<file path="src/design/hgcp_pkg.sv">
// Package for the hex gamepad command parser: phase types, result record,
// character codes and the hex digit decoder. No dependencies.
`default_nettype none

package hgcp_pkg;

    localparam int CHAR_W      = 8;
    localparam int FLAGS_W     = 16;
    localparam int BUTTONS_W   = 14;
    localparam int TOKEN_CNT_W = 3;
    localparam int RESULT_W    = 1 + BUTTONS_W + 5 * CHAR_W;
    localparam int TDATA_OUT_W = ((RESULT_W + 7) / 8) * 8;

    localparam logic [TOKEN_CNT_W-1:0] TOKENS_USED = 3'd6;
    localparam logic [TOKEN_CNT_W-1:0] FIRST_STICK = 3'd2;
    localparam logic [TOKEN_CNT_W-1:0] LAST_STICK  = 3'd5;

    localparam logic [CHAR_W-1:0] CH_NUL   = 8'd0;
    localparam logic [CHAR_W-1:0] CH_TAB   = 8'd9;
    localparam logic [CHAR_W-1:0] CH_LF    = 8'd10;
    localparam logic [CHAR_W-1:0] CH_CR    = 8'd13;
    localparam logic [CHAR_W-1:0] CH_SPACE = 8'd32;
    localparam logic [CHAR_W-1:0] CH_ZERO  = 8'd48;
    localparam logic [CHAR_W-1:0] CH_NINE  = 8'd57;
    localparam logic [CHAR_W-1:0] CH_UP_A  = 8'd65;
    localparam logic [CHAR_W-1:0] CH_UP_F  = 8'd70;
    localparam logic [CHAR_W-1:0] CH_UP_X  = 8'd88;
    localparam logic [CHAR_W-1:0] CH_LO_A  = 8'd97;
    localparam logic [CHAR_W-1:0] CH_LO_F  = 8'd102;
    localparam logic [CHAR_W-1:0] CH_LO_X  = 8'd120;

    localparam logic [BUTTONS_W-1:0] BUTTONS_RESET = '0;
    localparam logic [CHAR_W-1:0]    HAT_RESET     = 8'd8;
    localparam logic [CHAR_W-1:0]    AXIS_RESET    = 8'd128;

    typedef enum logic [1:0] {
        LP_AWAIT,
        LP_ACTIVE,
        LP_REJECT
    } t_line_phase;

    typedef enum logic [1:0] {
        TP_BETWEEN,
        TP_LEADZERO,
        TP_DIGITS
    } t_tok_phase;

    typedef struct packed {
        logic                 accepted;
        logic [BUTTONS_W-1:0] button_bits;
        logic [CHAR_W-1:0]    hat_value;
        logic [CHAR_W-1:0]    left_x;
        logic [CHAR_W-1:0]    left_y;
        logic [CHAR_W-1:0]    right_x;
        logic [CHAR_W-1:0]    right_y;
    } t_result;

    function automatic logic is_line_end(input logic [CHAR_W-1:0] c);
        return (c == CH_CR) || (c == CH_LF) || (c == CH_NUL);
    endfunction

    // Returns {valid, value} for a hex digit character.
    function automatic logic [4:0] hex_decode(input logic [CHAR_W-1:0] c);
        logic [CHAR_W-1:0] d;
        d = '0;
        if ((c >= CH_ZERO) && (c <= CH_NINE)) begin
            d = c - CH_ZERO;
            return {1'b1, d[3:0]};
        end else if ((c >= CH_UP_A) && (c <= CH_UP_F)) begin
            d = c - CH_UP_A + 8'd10;
            return {1'b1, d[3:0]};
        end else if ((c >= CH_LO_A) && (c <= CH_LO_F)) begin
            d = c - CH_LO_A + 8'd10;
            return {1'b1, d[3:0]};
        end
        return 5'd0;
    endfunction

endpackage

`default_nettype wire

</file>
<file path="src/design/hgcp_in_stage.sv">
// Input register of the hex gamepad command parser.
// Holds one received character until the parser takes it. Uses hgcp_pkg.
`default_nettype none

module hgcp_in_stage (
    input  wire logic                        i_clk,
    input  wire logic                        i_rst_n,
    input  wire logic                        i_valid,
    output logic                             o_ready,
    input  wire logic [hgcp_pkg::CHAR_W-1:0] i_char,
    input  wire logic                        i_take,
    output logic                             o_valid,
    output logic [hgcp_pkg::CHAR_W-1:0]      o_char
);
    import hgcp_pkg::*;

    logic              r_valid;
    logic [CHAR_W-1:0] r_char;

    assign o_ready = !r_valid || i_take;
    assign o_valid = r_valid;
    assign o_char  = r_char;

    always_ff @(posedge i_clk) begin
        if (!i_rst_n) begin
            r_valid <= 1'b0;
        end else if (o_ready) begin
            r_valid <= i_valid;
        end
    end

    always_ff @(posedge i_clk) begin
        if (o_ready && i_valid) begin
            r_char <= i_char;
        end
    end

endmodule

`default_nettype wire

</file>
<file path="src/design/hgcp_parser.sv">
// Line parser of the hex gamepad command parser: token state, pending
// fields and the stored gamepad state. Uses hgcp_pkg.
`default_nettype none

module hgcp_parser (
    input  wire logic                        i_clk,
    input  wire logic                        i_rst_n,
    input  wire logic                        i_step,
    input  wire logic [hgcp_pkg::CHAR_W-1:0] i_char,
    output hgcp_pkg::t_result                o_result
);
    import hgcp_pkg::*;

    t_line_phase            r_phase, n_phase;
    t_tok_phase             r_tok, n_tok;
    logic [TOKEN_CNT_W-1:0] r_tn, n_tn;
    logic                   r_invalid, n_invalid;
    logic [FLAGS_W-1:0]     r_acc, n_acc;
    logic [FLAGS_W-1:0]     r_flags, n_flags;
    logic [CHAR_W-1:0]      r_phat, n_phat;
    logic [CHAR_W-1:0]      r_sticks [4];
    logic [CHAR_W-1:0]      n_sticks [4];
    logic [3:0]             r_present, n_present;
    logic [BUTTONS_W-1:0]   r_buttons, n_buttons;
    logic [CHAR_W-1:0]      r_hat, n_hat;
    logic [CHAR_W-1:0]      r_axes [4];
    logic [CHAR_W-1:0]      n_axes [4];

    logic                   is_end, is_blank, is_dec, is_zero, is_x, hex_ok;
    logic [3:0]             hex_d;
    logic [4:0]             hex_dec;
    logic [1:0]             tk_idx;
    logic                   run, digit, do_commit, do_shift, do_fill, line_ok;
    logic [FLAGS_W-1:0]     p_flags;
    logic [CHAR_W-1:0]      p_hat;
    logic [CHAR_W-1:0]      p_sticks [4];
    logic [3:0]             p_present;
    logic [TOKEN_CNT_W-1:0] p_tn;
    logic [CHAR_W-1:0]      v [4];

    assign is_end   = is_line_end(i_char);
    assign is_blank = (i_char == CH_SPACE) || (i_char == CH_TAB);
    assign is_dec   = (i_char >= CH_ZERO) && (i_char <= CH_NINE);
    assign is_zero  = (i_char == CH_ZERO);
    assign is_x     = (i_char == CH_LO_X) || (i_char == CH_UP_X);
    assign hex_dec  = hex_decode(i_char);
    assign hex_ok   = hex_dec[4];
    assign hex_d    = hex_dec[3:0];
    assign tk_idx   = 2'(r_tn - FIRST_STICK);

    always_comb begin
        run       = 1'b0;
        digit     = 1'b0;
        do_commit = 1'b0;
        do_shift  = 1'b0;
        do_fill   = 1'b0;
        n_phase   = r_phase;
        n_tok     = r_tok;
        n_acc     = r_acc;

        if (i_step) begin
            if (is_end) begin
                do_commit = (r_phase == LP_ACTIVE) && !r_invalid && (r_tok != TP_BETWEEN);
            end else begin
                unique case (r_phase)
                    LP_AWAIT: begin
                        if (!is_blank) begin
                            if (is_dec) begin
                                n_phase = LP_ACTIVE;
                                run     = 1'b1;
                            end else begin
                                n_phase = LP_REJECT;
                            end
                        end
                    end
                    LP_ACTIVE: begin
                        run = !r_invalid;
                    end
                    default: begin
                        run = 1'b0;
                    end
                endcase
                if (run) begin
                    case (r_tok)
                        TP_BETWEEN: begin
                            if (!is_blank) begin
                                if (is_zero) begin
                                    n_tok = TP_LEADZERO;
                                end else begin
                                    n_tok = TP_DIGITS;
                                    digit = 1'b1;
                                end
                            end
                        end
                        TP_LEADZERO: begin
                            n_tok = TP_DIGITS;
                            digit = !is_x;
                        end
                        default: begin
                            digit = 1'b1;
                        end
                    endcase
                end
                if (digit) begin
                    if (is_blank) begin
                        do_commit = 1'b1;
                    end else if (hex_ok) begin
                        do_shift = 1'b1;
                    end else begin
                        do_commit = 1'b1;
                        do_fill   = 1'b1;
                    end
                end
            end
        end

        p_flags   = r_flags;
        p_hat     = r_phat;
        p_sticks  = r_sticks;
        p_present = r_present;
        p_tn      = r_tn;
        if (do_commit) begin
            if (r_tn == '0) begin
                p_flags = r_acc;
            end else if (r_tn == 3'd1) begin
                p_hat = r_acc[CHAR_W-1:0];
            end else if ((r_tn >= FIRST_STICK) && (r_tn <= LAST_STICK)) begin
                p_sticks[tk_idx]  = r_acc[CHAR_W-1:0];
                p_present[tk_idx] = 1'b1;
            end
            if (r_tn < TOKENS_USED) begin
                p_tn = r_tn + 3'd1;
            end
            n_acc = '0;
            n_tok = TP_BETWEEN;
        end
        if (do_shift) begin
            n_acc = {r_acc[FLAGS_W-5:0], hex_d};
        end
        if (do_fill) begin
            for (int i = 0; i < 4; i++) begin
                if ((3'(i) + FIRST_STICK) >= p_tn) begin
                    p_sticks[i]  = '0;
                    p_present[i] = 1'b1;
                end
            end
        end

        for (int i = 0; i < 4; i++) begin
            v[i] = p_present[i] ? p_sticks[i] : r_axes[i];
        end
        line_ok   = i_step && is_end && (r_phase == LP_ACTIVE);
        n_axes    = r_axes;
        n_hat     = r_hat;
        n_buttons = r_buttons;
        if (line_ok) begin
            n_hat = p_hat;
            if (p_flags[1]) begin
                n_axes[0] = v[0];
                n_axes[1] = v[1];
            end
            if (p_flags[0]) begin
                n_axes[2] = p_flags[1] ? v[2] : v[0];
                n_axes[3] = p_flags[1] ? v[3] : v[1];
            end
            n_buttons = p_flags[FLAGS_W-1:2];
        end

        if (i_step && is_end) begin
            n_phase   = LP_AWAIT;
            n_tok     = TP_BETWEEN;
            n_tn      = '0;
            n_invalid = 1'b0;
            n_acc     = '0;
            n_flags   = '0;
            n_phat    = '0;
            n_present = '0;
            for (int i = 0; i < 4; i++) begin
                n_sticks[i] = '0;
            end
        end else begin
            n_tn      = p_tn;
            n_invalid = r_invalid || do_fill;
            n_flags   = p_flags;
            n_phat    = p_hat;
            n_present = p_present;
            n_sticks  = p_sticks;
        end

        o_result.accepted    = line_ok;
        o_result.button_bits = n_buttons;
        o_result.hat_value   = n_hat;
        o_result.left_x      = n_axes[0];
        o_result.left_y      = n_axes[1];
        o_result.right_x     = n_axes[2];
        o_result.right_y     = n_axes[3];
    end

    always_ff @(posedge i_clk) begin
        if (!i_rst_n) begin
            r_phase   <= LP_AWAIT;
            r_tok     <= TP_BETWEEN;
            r_tn      <= '0;
            r_invalid <= 1'b0;
            r_acc     <= '0;
            r_flags   <= '0;
            r_phat    <= '0;
            r_present <= '0;
            r_buttons <= BUTTONS_RESET;
            r_hat     <= HAT_RESET;
            for (int i = 0; i < 4; i++) begin
                r_sticks[i] <= '0;
                r_axes[i]   <= AXIS_RESET;
            end
        end else begin
            r_phase   <= n_phase;
            r_tok     <= n_tok;
            r_tn      <= n_tn;
            r_invalid <= n_invalid;
            r_acc     <= n_acc;
            r_flags   <= n_flags;
            r_phat    <= n_phat;
            r_present <= n_present;
            r_buttons <= n_buttons;
            r_hat     <= n_hat;
            r_sticks  <= n_sticks;
            r_axes    <= n_axes;
        end
    end

endmodule

`default_nettype wire

</file>
<file path="src/design/hgcp_out_stage.sv">
// Result register of the hex gamepad command parser.
// Holds one line result until the downstream side takes it. Uses hgcp_pkg.
`default_nettype none

module hgcp_out_stage (
    input  wire logic              i_clk,
    input  wire logic              i_rst_n,
    input  wire logic              i_load,
    input  wire hgcp_pkg::t_result i_result,
    input  wire logic              i_ready,
    output logic                   o_free,
    output logic                   o_valid,
    output hgcp_pkg::t_result      o_result
);
    import hgcp_pkg::*;

    logic    r_valid;
    t_result r_result;

    assign o_free   = !r_valid || i_ready;
    assign o_valid  = r_valid;
    assign o_result = r_result;

    always_ff @(posedge i_clk) begin
        if (!i_rst_n) begin
            r_valid <= 1'b0;
        end else if (i_load) begin
            r_valid <= 1'b1;
        end else if (i_ready) begin
            r_valid <= 1'b0;
        end
    end

    always_ff @(posedge i_clk) begin
        if (i_load) begin
            r_result <= i_result;
        end
    end

endmodule

`default_nettype wire

</file>
<file path="src/design/hex_gamepad_command_parser_top.sv">
// Top level of the hex gamepad command parser.
// Instantiates hgcp_in_stage, hgcp_parser and hgcp_out_stage; uses hgcp_pkg.
//
//   Channel    Direction  Payload (low bit first)
//   s_axis     in         tdata[7:0] char_byte
//   m_axis     out        tdata[0] accepted, [14:1] button_bits, [22:15] hat_value,
//                         [30:23] left_x, [38:31] left_y, [46:39] right_x,
//                         [54:47] right_y, [55] zero
//
// A character is taken every cycle while no line end is held back; its state update and
// its line result for a CR, LF or NUL are registered as it leaves the input register.
// The parser step is a single pass of logic between the input and result registers.
// A line end waits in the input register while the result register is still full;
// other characters keep flowing during an output stall.
// Reset is synchronous, active low, and restores hat 8, sticks 128, buttons 0.
`default_nettype none

module hex_gamepad_command_parser_top (
    input  wire logic                              i_clk,
    input  wire logic                              i_rst_n,
    input  wire logic                              i_s_axis_tvalid,
    output logic                                   o_s_axis_tready,
    // char_byte
    input  wire logic [hgcp_pkg::CHAR_W-1:0]       i_s_axis_tdata,
    output logic                                   o_m_axis_tvalid,
    input  wire logic                              i_m_axis_tready,
    // accepted, button_bits, hat_value, left_x, left_y, right_x, right_y, zero pad
    output logic [hgcp_pkg::TDATA_OUT_W-1:0]       o_m_axis_tdata
);
    import hgcp_pkg::*;

    logic              in_valid;
    logic [CHAR_W-1:0] in_char;
    logic              out_free;
    logic              step;
    logic              load;
    t_result           step_result;
    t_result           out_result;

    assign step = in_valid && (!is_line_end(in_char) || out_free);
    assign load = step && is_line_end(in_char);

    hgcp_in_stage u_in_stage (
        .i_clk   (i_clk),
        .i_rst_n (i_rst_n),
        .i_valid (i_s_axis_tvalid),
        .o_ready (o_s_axis_tready),
        .i_char  (i_s_axis_tdata),
        .i_take  (step),
        .o_valid (in_valid),
        .o_char  (in_char)
    );

    hgcp_parser u_parser (
        .i_clk    (i_clk),
        .i_rst_n  (i_rst_n),
        .i_step   (step),
        .i_char   (in_char),
        .o_result (step_result)
    );

    hgcp_out_stage u_out_stage (
        .i_clk    (i_clk),
        .i_rst_n  (i_rst_n),
        .i_load   (load),
        .i_result (step_result),
        .i_ready  (i_m_axis_tready),
        .o_free   (out_free),
        .o_valid  (o_m_axis_tvalid),
        .o_result (out_result)
    );

    assign o_m_axis_tdata = {
        (TDATA_OUT_W - RESULT_W)'(0),
        out_result.right_y,
        out_result.right_x,
        out_result.left_y,
        out_result.left_x,
        out_result.hat_value,
        out_result.button_bits,
        out_result.accepted
    };

endmodule

`default_nettype wire

</file>
<file path="config.mk">
export PLATFORM = sky130hd
export DESIGN_NAME = hex_gamepad_command_parser_top
export DESIGN_NICKNAME = d
export VERILOG_FILES = /design/src/design/hgcp_pkg.sv /design/src/design/hgcp_in_stage.sv /design/src/design/hgcp_parser.sv /design/src/design/hgcp_out_stage.sv /design/src/design/hex_gamepad_command_parser_top.sv
export SDC_FILE = /design/constraint.sdc
export NUM_CORES = 1
export LEC_CHECK = 0
export BUFFER_PORTS_ARGS = -buffer_cell sky130_fd_sc_hd__buf_4
export CAP_MARGIN = 20
export CORE_MARGIN = 3
export CORE_UTILIZATION = 59
export CTS_CLUSTER_DIAMETER = 120
export DETAILED_ROUTE_END_ITERATION = 12
export GPL_TIMING_DRIVEN = 1
export PLACE_DENSITY = 0.79
export RECOVER_POWER = 100
export SETUP_SLACK_MARGIN = 0.05
export SKIP_LAST_GASP = 1
export SYNTH_ARGS = -nofsm -noshare
export SYNTH_HDL_FRONTEND = slang
export SYNTH_SLANG_ARGS = --single-unit
</file>
<file path="constraint.sdc">
create_clock -name i_clk -period 4.8 [get_ports i_clk]
set_clock_uncertainty 0.05 [all_clocks]
set_input_delay 0.72 -clock i_clk [delete_from_list [all_inputs] [get_ports i_clk]]
set_output_delay 0.72 -clock i_clk [all_outputs]
set_load 0.03 [all_outputs]
</file>
=== After elaboration in Yosys (flattened, before gate mapping) ===
Index checks and enable logic that the tools add are counted.

* Register bits: 203
* Bits in latches: 0
* Bits in writable memories: 0
* Memory bits (read-only): 0
* Input bits: 12
* Output and inout bits: 58
* Word-level logic and storage cells: 186
* Memories kept: 0

* Add/sub/neg operators: 7
* $mul: 0
* Div/mod/pow operators: 0
* $lt $le $gt $ge: 17
* Equal/unequal tests: 11
* Shift operators: 0
* Multiplexer cells: 81
* Bitwise logic cells: 5
* Reduce and logical (&&, ||, !) cells: 37

{| class="wikitable"
|+ Operator list
! operator !! number
|-
| $mux 32 || 6
|-
| $mux 8 || 15
|-
| $mux 16 || 6
|-
| $mux 1 || 33
|-
| $bwmux 32 || 1
|-
| $eq 8x4->1 const B || 3
|-
| $mux 4 || 5
|-
| $mux 5 || 4
|-
| $demux 8 s2 || 1
|-
| $eq 8x6->1 const B || 2
|-
| $eq 8x7->1 const B || 2
|-
| $ge 8x7->1 const B || 2
|-
| $le 8x7->1 const B || 2
|-
| $mux 14 || 1
|-
| $logic_and 1x1->1 || 12
|-
| $sub 4x1->4 const B || 3
|-
| $add 4x4->4 const B || 2
|-
| $ge 8x6->1 const B || 1
|-
| $le 8x6->1 const B || 1
|-
| $logic_not 8->1 || 1
|-
| $logic_or 1x1->1 || 8
|-
| $reduce_bool 2->1 || 4
|-
| $ge 2x3->1 const A || 2
|-
| $ge 3x3->1 const A || 2
|-
| other kinds (27) || 39
|}

=== Longest topological paths before layout ===
Gate-level depths: netlist of run 1.

* Depth in word-level cells: 21
* Mapped depth: 12
* Mapped depth without buffers: 10

=== Cells and area by module ===
A second synthesis of run 1 with hierarchy kept.

* Cell total of the unflattened synthesis: 903
* Area, all modules: 8,913.5 µm²

{| class="wikitable"
|+ Modules (own cells, without submodules)
! module !! times used !! cells an instance !! area an instance (µm²) !! sequential area each (µm²)
|-
| hgcp_parser || 1 || 822 || 6,849.1 || 2,762.6
|-
| hgcp_out_stage || 1 || 59 || 1,700.4 || 1,671.6
|-
| hgcp_in_stage || 1 || 13 || 297.8 || 260.2
|-
| hex_gamepad_command_parser_top || 1 || 9 || 66.3 || 0.0
|}

=== Worst setup path after synthesis of run 1 ===
No wires, ideal clock.

* Kind: reg-to-reg
* Start point: register u_in_stage.r_char[0], in the netlist u_in_stage.o_char[0]
* End point: register u_out_stage.r_result, in the netlist u_out_stage.o_result[24] (data pin)
* Setup time: 273 ps
* Data arrival time: 3,401 ps
* Required time: 4,477 ps
* Slack: 1,076 ps
* Stages on the path, launching flop included: 12
* Path buffers: 2
* Period minus slack after synthesis: 3,724 ps
* Cell sequence: edfxtp_1 inv_1 ha_1 nor2b_1 o211ai_1 or3_1 inv_2 nand3_1 a21oi_4 buf_6 clkbuf_1 a22oi_1

{| class="wikitable"
|+ RTL lines
! item !! RTL line !! RTL
|-
| start: declaration || hgcp_in_stage.sv:18 || <nowiki>logic [CHAR_W-1:0] r_char;</nowiki>
|-
| start signal: assignment || hgcp_in_stage.sv:34 || <nowiki>r_char <= i_char;</nowiki>
|-
| end signal: assignment || hgcp_out_stage.sv:36 || <nowiki>r_result <= i_result;</nowiki>
|-
| end: declaration || hgcp_out_stage.sv:18 || <nowiki>t_result r_result;</nowiki>
|}

==> impl_metrics.env, run 1 <==
export IMPL_end_kind="flip-flop"
export IMPL_critical_path_data_required_time_ns=4.98
export IMPL_globalRouteTotalUtil=0.241
export IMPL_post_route_worst_setup_slack_ns=0.539
export IMPL_p_int_uw=2670
export IMPL_gp_routability_congestion=0.881
export IMPL_synthesis_instances=855
export IMPL_pre_cts_ws_ns=0.841
export IMPL_clkSinkCount=203
export IMPL_power_switching_uw=700
export IMPL_viasPerCell=6.14
export IMPL_detail_route_antenna_nets=0
export IMPL_dieWidth_um=128
export IMPL_synthArstFlopShare=0
export IMPL_netSwitchingFraction=0.207
export IMPL_tightest_slew_ns=1.50
export IMPL_finalHoldViolations=0
export IMPL_syn_cell_area_um2=8780
export IMPL_cts_setup_buffers=0
export IMPL_wire_per_inst_um=18.4
export IMPL_violations_in_the_final_reports="capacitance limit, slew limit"
export IMPL_cts_buffers=21
export IMPL_grt_overflow_total=0
export IMPL_design_die_area_um2=16400
export IMPL_power_sequential_fraction=0.528
export IMPL_critPathSlowestCell="sky130_fd_sc_hd__nand4_1"
export IMPL_yosys_warnings=0
export IMPL_hold_fix_buffer_count_after_cts=0
export IMPL_ctsHtreeMaxLevel=1
export IMPL_drt_pre_antenna_iters=5
export IMPL_timing_max_cap_violations=1
export IMPL_synth_nets=876
export IMPL_antenna_diode_count=0
export IMPL_clock_root_buffer="sky130_fd_sc_hd__clkbuf_16"
export IMPL_cp_data_arrival_time_ns=4.44
export IMPL_longest_clk_path_bufs=3
export IMPL_cts_resized_gates=0
export IMPL_drt_total_wl_um=20000
export IMPL_hold_path_class="in -> reg"
export IMPL_die_y_um=128
export IMPL_grt_first_pass_wirelength_um=32300
export IMPL_synth_edff_count=63
export IMPL_worst_skew_pair_latency_ns=0.49
export IMPL_clkSlewWorstSetupHoldPaths_ns=0.06
export IMPL_areaGrowthSynthToFinish_pct=10.2
export IMPL_power_share_clock=0.444
export IMPL_commonest_cells_after_routing_fill_and_taps_aside="140 x sky130_fd_sc_hd__dfxtp_1, 86 x sky130_fd_sc_hd__nor2_1, 86 x sky130_fd_sc_hd__nand2_1"
export IMPL_run_status="finished with violations"
export IMPL_layout_commonest_cell="sky130_fd_sc_hd__dfxtp_1"
export IMPL_seq_total_area_yosys=0.535
export IMPL_critical_path_max_stage_delay_ns=0.76
export IMPL_top_level_ports=70
export IMPL_grt_antenna_before_repair=0
export IMPL_final_max_slew_violation_count=1
export IMPL_worst_hold_slack_ns=0.384
export IMPL_worst_slew_slack_as_a_fraction_of_its_limit=-0.000413
export IMPL_leakagePower_uw=0.00358
export IMPL_postSynthAreaPerCell_um2=10.3
export IMPL_yosys_most_used_dff="sky130_fd_sc_hd__dfxtp_1"
export IMPL_post_layout_nets=917
export IMPL_power_share_combinational=0.027
export IMPL_worstSetupStartpointType="flip-flop"
export IMPL_max_freq_mhz=235
export IMPL_count_of_routing_violations_after_the_opening_detailed_route_iteration=601
export IMPL_final_layout_size_suffix_gt1_frac=0.112
export IMPL_setup_worst_path_class="reg -> reg"
export IMPL_hpwl_um=13400
export IMPL_fin_crit_sh=0.888
export IMPL_grt_max_degree=56
export IMPL_ys_seq_elements=203
export IMPL_clock_tree_from_tritoncts="done"
export IMPL_pwr_density_cell_nw_per_um2=349
export IMPL_power_ir_vdd_worst_mv=0.267
export IMPL_crit_path_cell_trace="inv_1 -> ha_1 -> nor2b_1 -> o211ai_1 -> nor4b_4 -> a31o_2 -> nand4_1 -> mux2_2 -> a221oi_1 -> nor2_1"
export IMPL_core_area_um2=14200
export IMPL_first_global_vias=6434
export IMPL_count_of_unique_library_cells_instantiated_by_yosys=72
export IMPL_grt_setup_unrepaired="no"
export IMPL_post_route_drc_count=0
export IMPL_final_setup_tns_ns=0
export IMPL_filler_cell_count=1121
export IMPL_route_vias_total=6698
export IMPL_final_number_of_setup_violating_endpoints=0
export IMPL_std_cell_rows=43
export IMPL_worst_path_max_fanout=22
export IMPL_post_route_min_period_ns=4.26
export IMPL_initial_utilization=0.618
export IMPL_port_buffers=68
## metrics by stage
step	util	std cells	cell area [um^2]	power, uW
CTS	0.702	1090	9970	3390
finish	0.681	1090	9680	3370
global route	0.681	1090	9680	3470
global placement	0.655	1052	9310	1910
floorplan	-	855	8780	1890
detailed placement	0.657	1053	9340	1910
## flip-flops by register name (all words and copies together) (netlist names)
name                  flops
u_out_stage.o_result     55
u_parser.r_axes          32
u_parser.r_sticks        32
u_parser.r_acc           16
u_parser.r_flags         16
u_parser.r_buttons       14
u_in_stage.o_char         8
u_parser.r_hat            8
u_parser.r_phat           8
u_parser.r_present        4
u_parser.r_tn             3
u_parser.r_phase          2
u_parser.r_tok            2
u_in_stage.o_valid        1
u_out_stage.o_valid       1
u_parser.r_invalid        1
## path summary, 6_finish.rpt
kind                                      startpoint                      end  slack (ns)  depth (start not counted)
worst max-delay path            u_in_stage.o_char[0]  u_out_stage.o_result[2]        0.54                         10
worst min-delay path               i_s_axis_tdata[2]     u_in_stage.o_char[2]        0.38                          1
worst max register to register  u_in_stage.o_char[0]  u_out_stage.o_result[2]        0.54                         10
worst min register to register  u_parser.r_sticks[5]     u_parser.r_sticks[5]        0.41                          2
## cell families after synthesis
family	after synthesis	synth area share
and+or+nand+nor	280	0.158
AOI/OAI and AO/OA	215	0.172
DFF	203	0.535
buffers and inverters	79	0.0389
muxes	66	0.0811
adders and majority gates	9	0.0128
xor gates and xnor gates	2	0.00200
other	1	0.000427
## Yosys cell counts (15+ instances only)
library cell,number,area (um^2)
sky130_fd_sc_hd__dfxtp_1,140,2800
sky130_fd_sc_hd__nand2_1,86,323
sky130_fd_sc_hd__nor2_1,85,319
sky130_fd_sc_hd__a21oi_1,63,315
sky130_fd_sc_hd__edfxtp_1,63,1890
sky130_fd_sc_hd__mux2_2,40,450
sky130_fd_sc_hd__o21ai_0,40,200
sky130_fd_sc_hd__clkbuf_1,39,146
sky130_fd_sc_hd__and2_1,25,156
sky130_fd_sc_hd__mux2i_1,25,250
sky130_fd_sc_hd__a22oi_1,23,173
sky130_fd_sc_hd__inv_1,17,63.8
sky130_fd_sc_hd__nor3_1,15,75.1
## layout make-up
cell class / instances / area (um^2) / area share
sequential: 203 / 4690 / 0.485
tap: 180 / 225 / 0.0233
multi-input combinational: 573 / 3680 / 0.380
inverter: 19 / 71.3 / 0.00737
clock inverter: 8 / 62.6 / 0.00646
clock buffer: 29 / 566 / 0.0584
timing repair buffer: 78 / 382 / 0.0394
## worst max-delay path, delay by kind of cell, from the launching register on
kind / cells / cell delay [ns]
simple gates: 4 / 1.43
compound gates: 3 / 1.06
mux: 1 / 0.55
flops: 1 / 0.50
fa+ha+maj: 1 / 0.24
buf+inv: 1 / 0.16
## power by group through the flow
stage	Combinational (uW)	Clock [uW]	Sequential, uW
detailed placement	93.8	0	1820
CTS	94.2	1520	1780
global placement	88.5	0	1820
finish	91.2	1500	1780
global route	99.1	1590	1780
floorplan	70.2	0	1820
## metal layers
metal | routed length (um) | track usage | vias to the layer above
met1 | 8400 | 0.326 | 3241
met5 | 0 | 0 | -
met4 | 421 | 0.0574 | 0
met2 | 9870 | 0.407 | 248
li1 | - | - | 3172
met3 | 1340 | 0.0404 | 37
No activity file was read; power rests on OpenSTA's default activity.
==> inputs of run 2 (changes only) <==
==> constraint.sdc (replaced) <==
create_clock -name i_clk -period 4.8 [get_ports i_clk]
set_clock_uncertainty 0.05 [all_clocks]
set_input_delay 0.96 -clock i_clk [delete_from_list [all_inputs] [get_ports i_clk]]
set_output_delay 0.96 -clock i_clk [all_outputs]
set_load 0.03 [all_outputs]
==> run 2 against run 1 <==
The run still ends with capacitance limit, slew limit left. Register-to-register slack better by 0.08 ns. Cell count is essentially flat. Wire length decreased by 0.12%. Combinational power is essentially flat. Clock power rose by 3%. Utilization up 0.15 points. Maximum frequency up 1.9%. Via count fell by 0.99%. Power increased by 1.3%. Worst hold slack improved by 0.025 ns. Sequential share of layout area fell by 0.11 points.
==> impl_metrics.env, run 2 (synthesized netlist as in run 1, its figures left out) <==
export IMPL_cts_resized_gates=0
export IMPL_dieWidth_um=128
export IMPL_viasPerCell=6.09
export IMPL_top_level_ports=70
export IMPL_grt_max_degree=56
export IMPL_hpwl_um=13400
export IMPL_areaGrowthSynthToFinish_pct=10.5
export IMPL_leakagePower_uw=0.00359
export IMPL_max_freq_mhz=239
export IMPL_first_global_vias=6597
export IMPL_std_cell_rows=43
export IMPL_post_route_min_period_ns=4.18
export IMPL_gr_usage_met1=0.304
export IMPL_longest_clk_path_bufs=3
export IMPL_top_usage_layer="met2"
export IMPL_drt_total_wl_um=20000
export IMPL_port_buffers=68
export IMPL_hold_fix_buffer_count_after_cts=0
export IMPL_final_number_of_setup_violating_endpoints=0
export IMPL_end_kind="flip-flop"
export IMPL_clock_root_buffer="sky130_fd_sc_hd__clkbuf_16"
export IMPL_pre_cts_ws_ns=0.857
export IMPL_worst_path_max_fanout=25
export IMPL_count_of_routing_violations_after_the_opening_detailed_route_iteration=576
export IMPL_violations_in_the_final_reports="capacitance limit, slew limit"
export IMPL_die_y_um=128
export IMPL_timing_max_cap_violations=2
export IMPL_finalHoldViolations=0
export IMPL_tightest_slew_ns=2.10
export IMPL_cts_buffers=21
export IMPL_post_layout_nets=916
export IMPL_cp_data_arrival_time_ns=4.37
export IMPL_post_route_worst_setup_slack_ns=0.618
export IMPL_post_route_drc_count=0
export IMPL_power_ir_vdd_worst_mv=0.272
export IMPL_gp_routability_congestion=0.874
export IMPL_clock_tree_from_tritoncts="done"
export IMPL_worst_slew_slack_as_a_fraction_of_its_limit=-0.399
export IMPL_setup_worst_path_class="reg -> reg"
export IMPL_clkSinkCount=203
export IMPL_worstSetupStartpointType="flip-flop"
export IMPL_largest_register_ffs=55
export IMPL_antenna_diode_count=0
export IMPL_critical_path_data_required_time_ns=4.98
export IMPL_final_layout_size_suffix_gt1_frac=0.116
export IMPL_globalRouteTotalUtil=0.240
export IMPL_design_die_area_um2=16400
export IMPL_final_max_slew_violation_count=64
export IMPL_grt_first_pass_wirelength_um=32300
export IMPL_grt_setup_unrepaired="no"
export IMPL_hold_path_class="reg -> reg"
export IMPL_grt_antenna_before_repair=0
export IMPL_initial_utilization=0.618
export IMPL_route_vias_total=6632
export IMPL_layout_commonest_cell="sky130_fd_sc_hd__dfxtp_1"
export IMPL_clkSlewWorstSetupHoldPaths_ns=0.06
export IMPL_cts_setup_buffers=0
export IMPL_worst_skew_pair_latency_ns=0.48
export IMPL_commonest_cells_after_routing_fill_and_taps_aside="140 x sky130_fd_sc_hd__dfxtp_1, 86 x sky130_fd_sc_hd__nor2_1, 86 x sky130_fd_sc_hd__nand2_1"
export IMPL_grt_overflow_total=0
export IMPL_grt_use_met2=0.412
export IMPL_design_power_total_uw=3420
export IMPL_core_area_um2=14200
export IMPL_drt_pre_antenna_iters=5
export IMPL_fin_crit_sh=0.871
export IMPL_pwr_density_cell_nw_per_um2=352
export IMPL_final_setup_tns_ns=0
export IMPL_wire_per_inst_um=18.4
export IMPL_ctsHtreeMaxLevel=1
export IMPL_reg2reg_setup_slack_ns=0.62
export IMPL_grt_met3_usage=0.0421
export IMPL_detail_route_antenna_nets=0
export IMPL_run_status="finished with violations"
[run 2: cell types whose count changed in the layout (fill, tap and decap cells not counted), sizes merged]
| cell | change |
|---|---|
| buf | -2 |
| clkinv | -3 |
| clkbuf | +4 |
[run 2: power breakdown]
part | internal, uW | switching, uW
clock | 923 | 621
combinational | 28.6 | 62.5
sequential | 1770 | 12.9
[run 2: final cells by class]
| type | instances | area, um^2 |
|---|---|---|
| flip-flops and latches | 203 | 4690 |
| clock buffers | 32 | 607 |
| inverters | 19 | 71.3 |
| well taps | 180 | 225 |
| multi-input cells | 573 | 3680 |
| clock inverters | 5 | 50.0 |
| fillers | 1112 | 4510 |
| repair buffers | 77 | 374 |
[run 2: stage by stage]
| stage | utilization | area, um^2 | cells | hold WS [ns] |
|---|---|---|---|---|
| 2_1_floorplan | - | 8780 | 855 | 0.383 |
| 3_3_place_gp | 0.654 | 9300 | 1050 | 0.388 |
| 3_5_place_dp | 0.654 | 9300 | 1050 | 0.400 |
| 4_1_cts | 0.701 | 9950 | 1087 | 0.407 |
| 5_1_grt | 0.683 | 9700 | 1089 | 0.425 |
| 6_report | 0.683 | 9700 | 1089 | 0.409 |
[run 2: worst paths after layout]
kind,startpoint,endpoint,depth (start not counted)
min reg2reg,u_parser.r_sticks[0],u_parser.r_sticks[0],2
min,u_parser.r_sticks[0],u_parser.r_sticks[0],2
max reg2reg,u_in_stage.o_char[1],u_out_stage.o_result[31],10
max,u_in_stage.o_char[1],u_out_stage.o_result[31],10
[run 2: critical path, cell delays in order (launching register included)]
cell and delay [ns]:
sky130_fd_sc_hd__edfxtp_1 0.48, sky130_fd_sc_hd__inv_1 0.16, sky130_fd_sc_hd__ha_1 0.24, sky130_fd_sc_hd__o21bai_1 0.12, sky130_fd_sc_hd__a211oi_2 0.33, sky130_fd_sc_hd__o221ai_2 0.39
sky130_fd_sc_hd__nor4_2 0.60, sky130_fd_sc_hd__o21ai_2 0.22, sky130_fd_sc_hd__a21oi_4 0.64, sky130_fd_sc_hd__o21ai_2 0.36, sky130_fd_sc_hd__a22o_1 0.32
[run 2: layer usage]
layer  part of all wire  wire (um)  vias to the layer above
li1                   -          -                     3164
met1               0.41       8200                     3153
met2               0.48       9660                      249
met3              0.071       1420                       66
met4              0.036        726                        0
met5                  0          0                        -
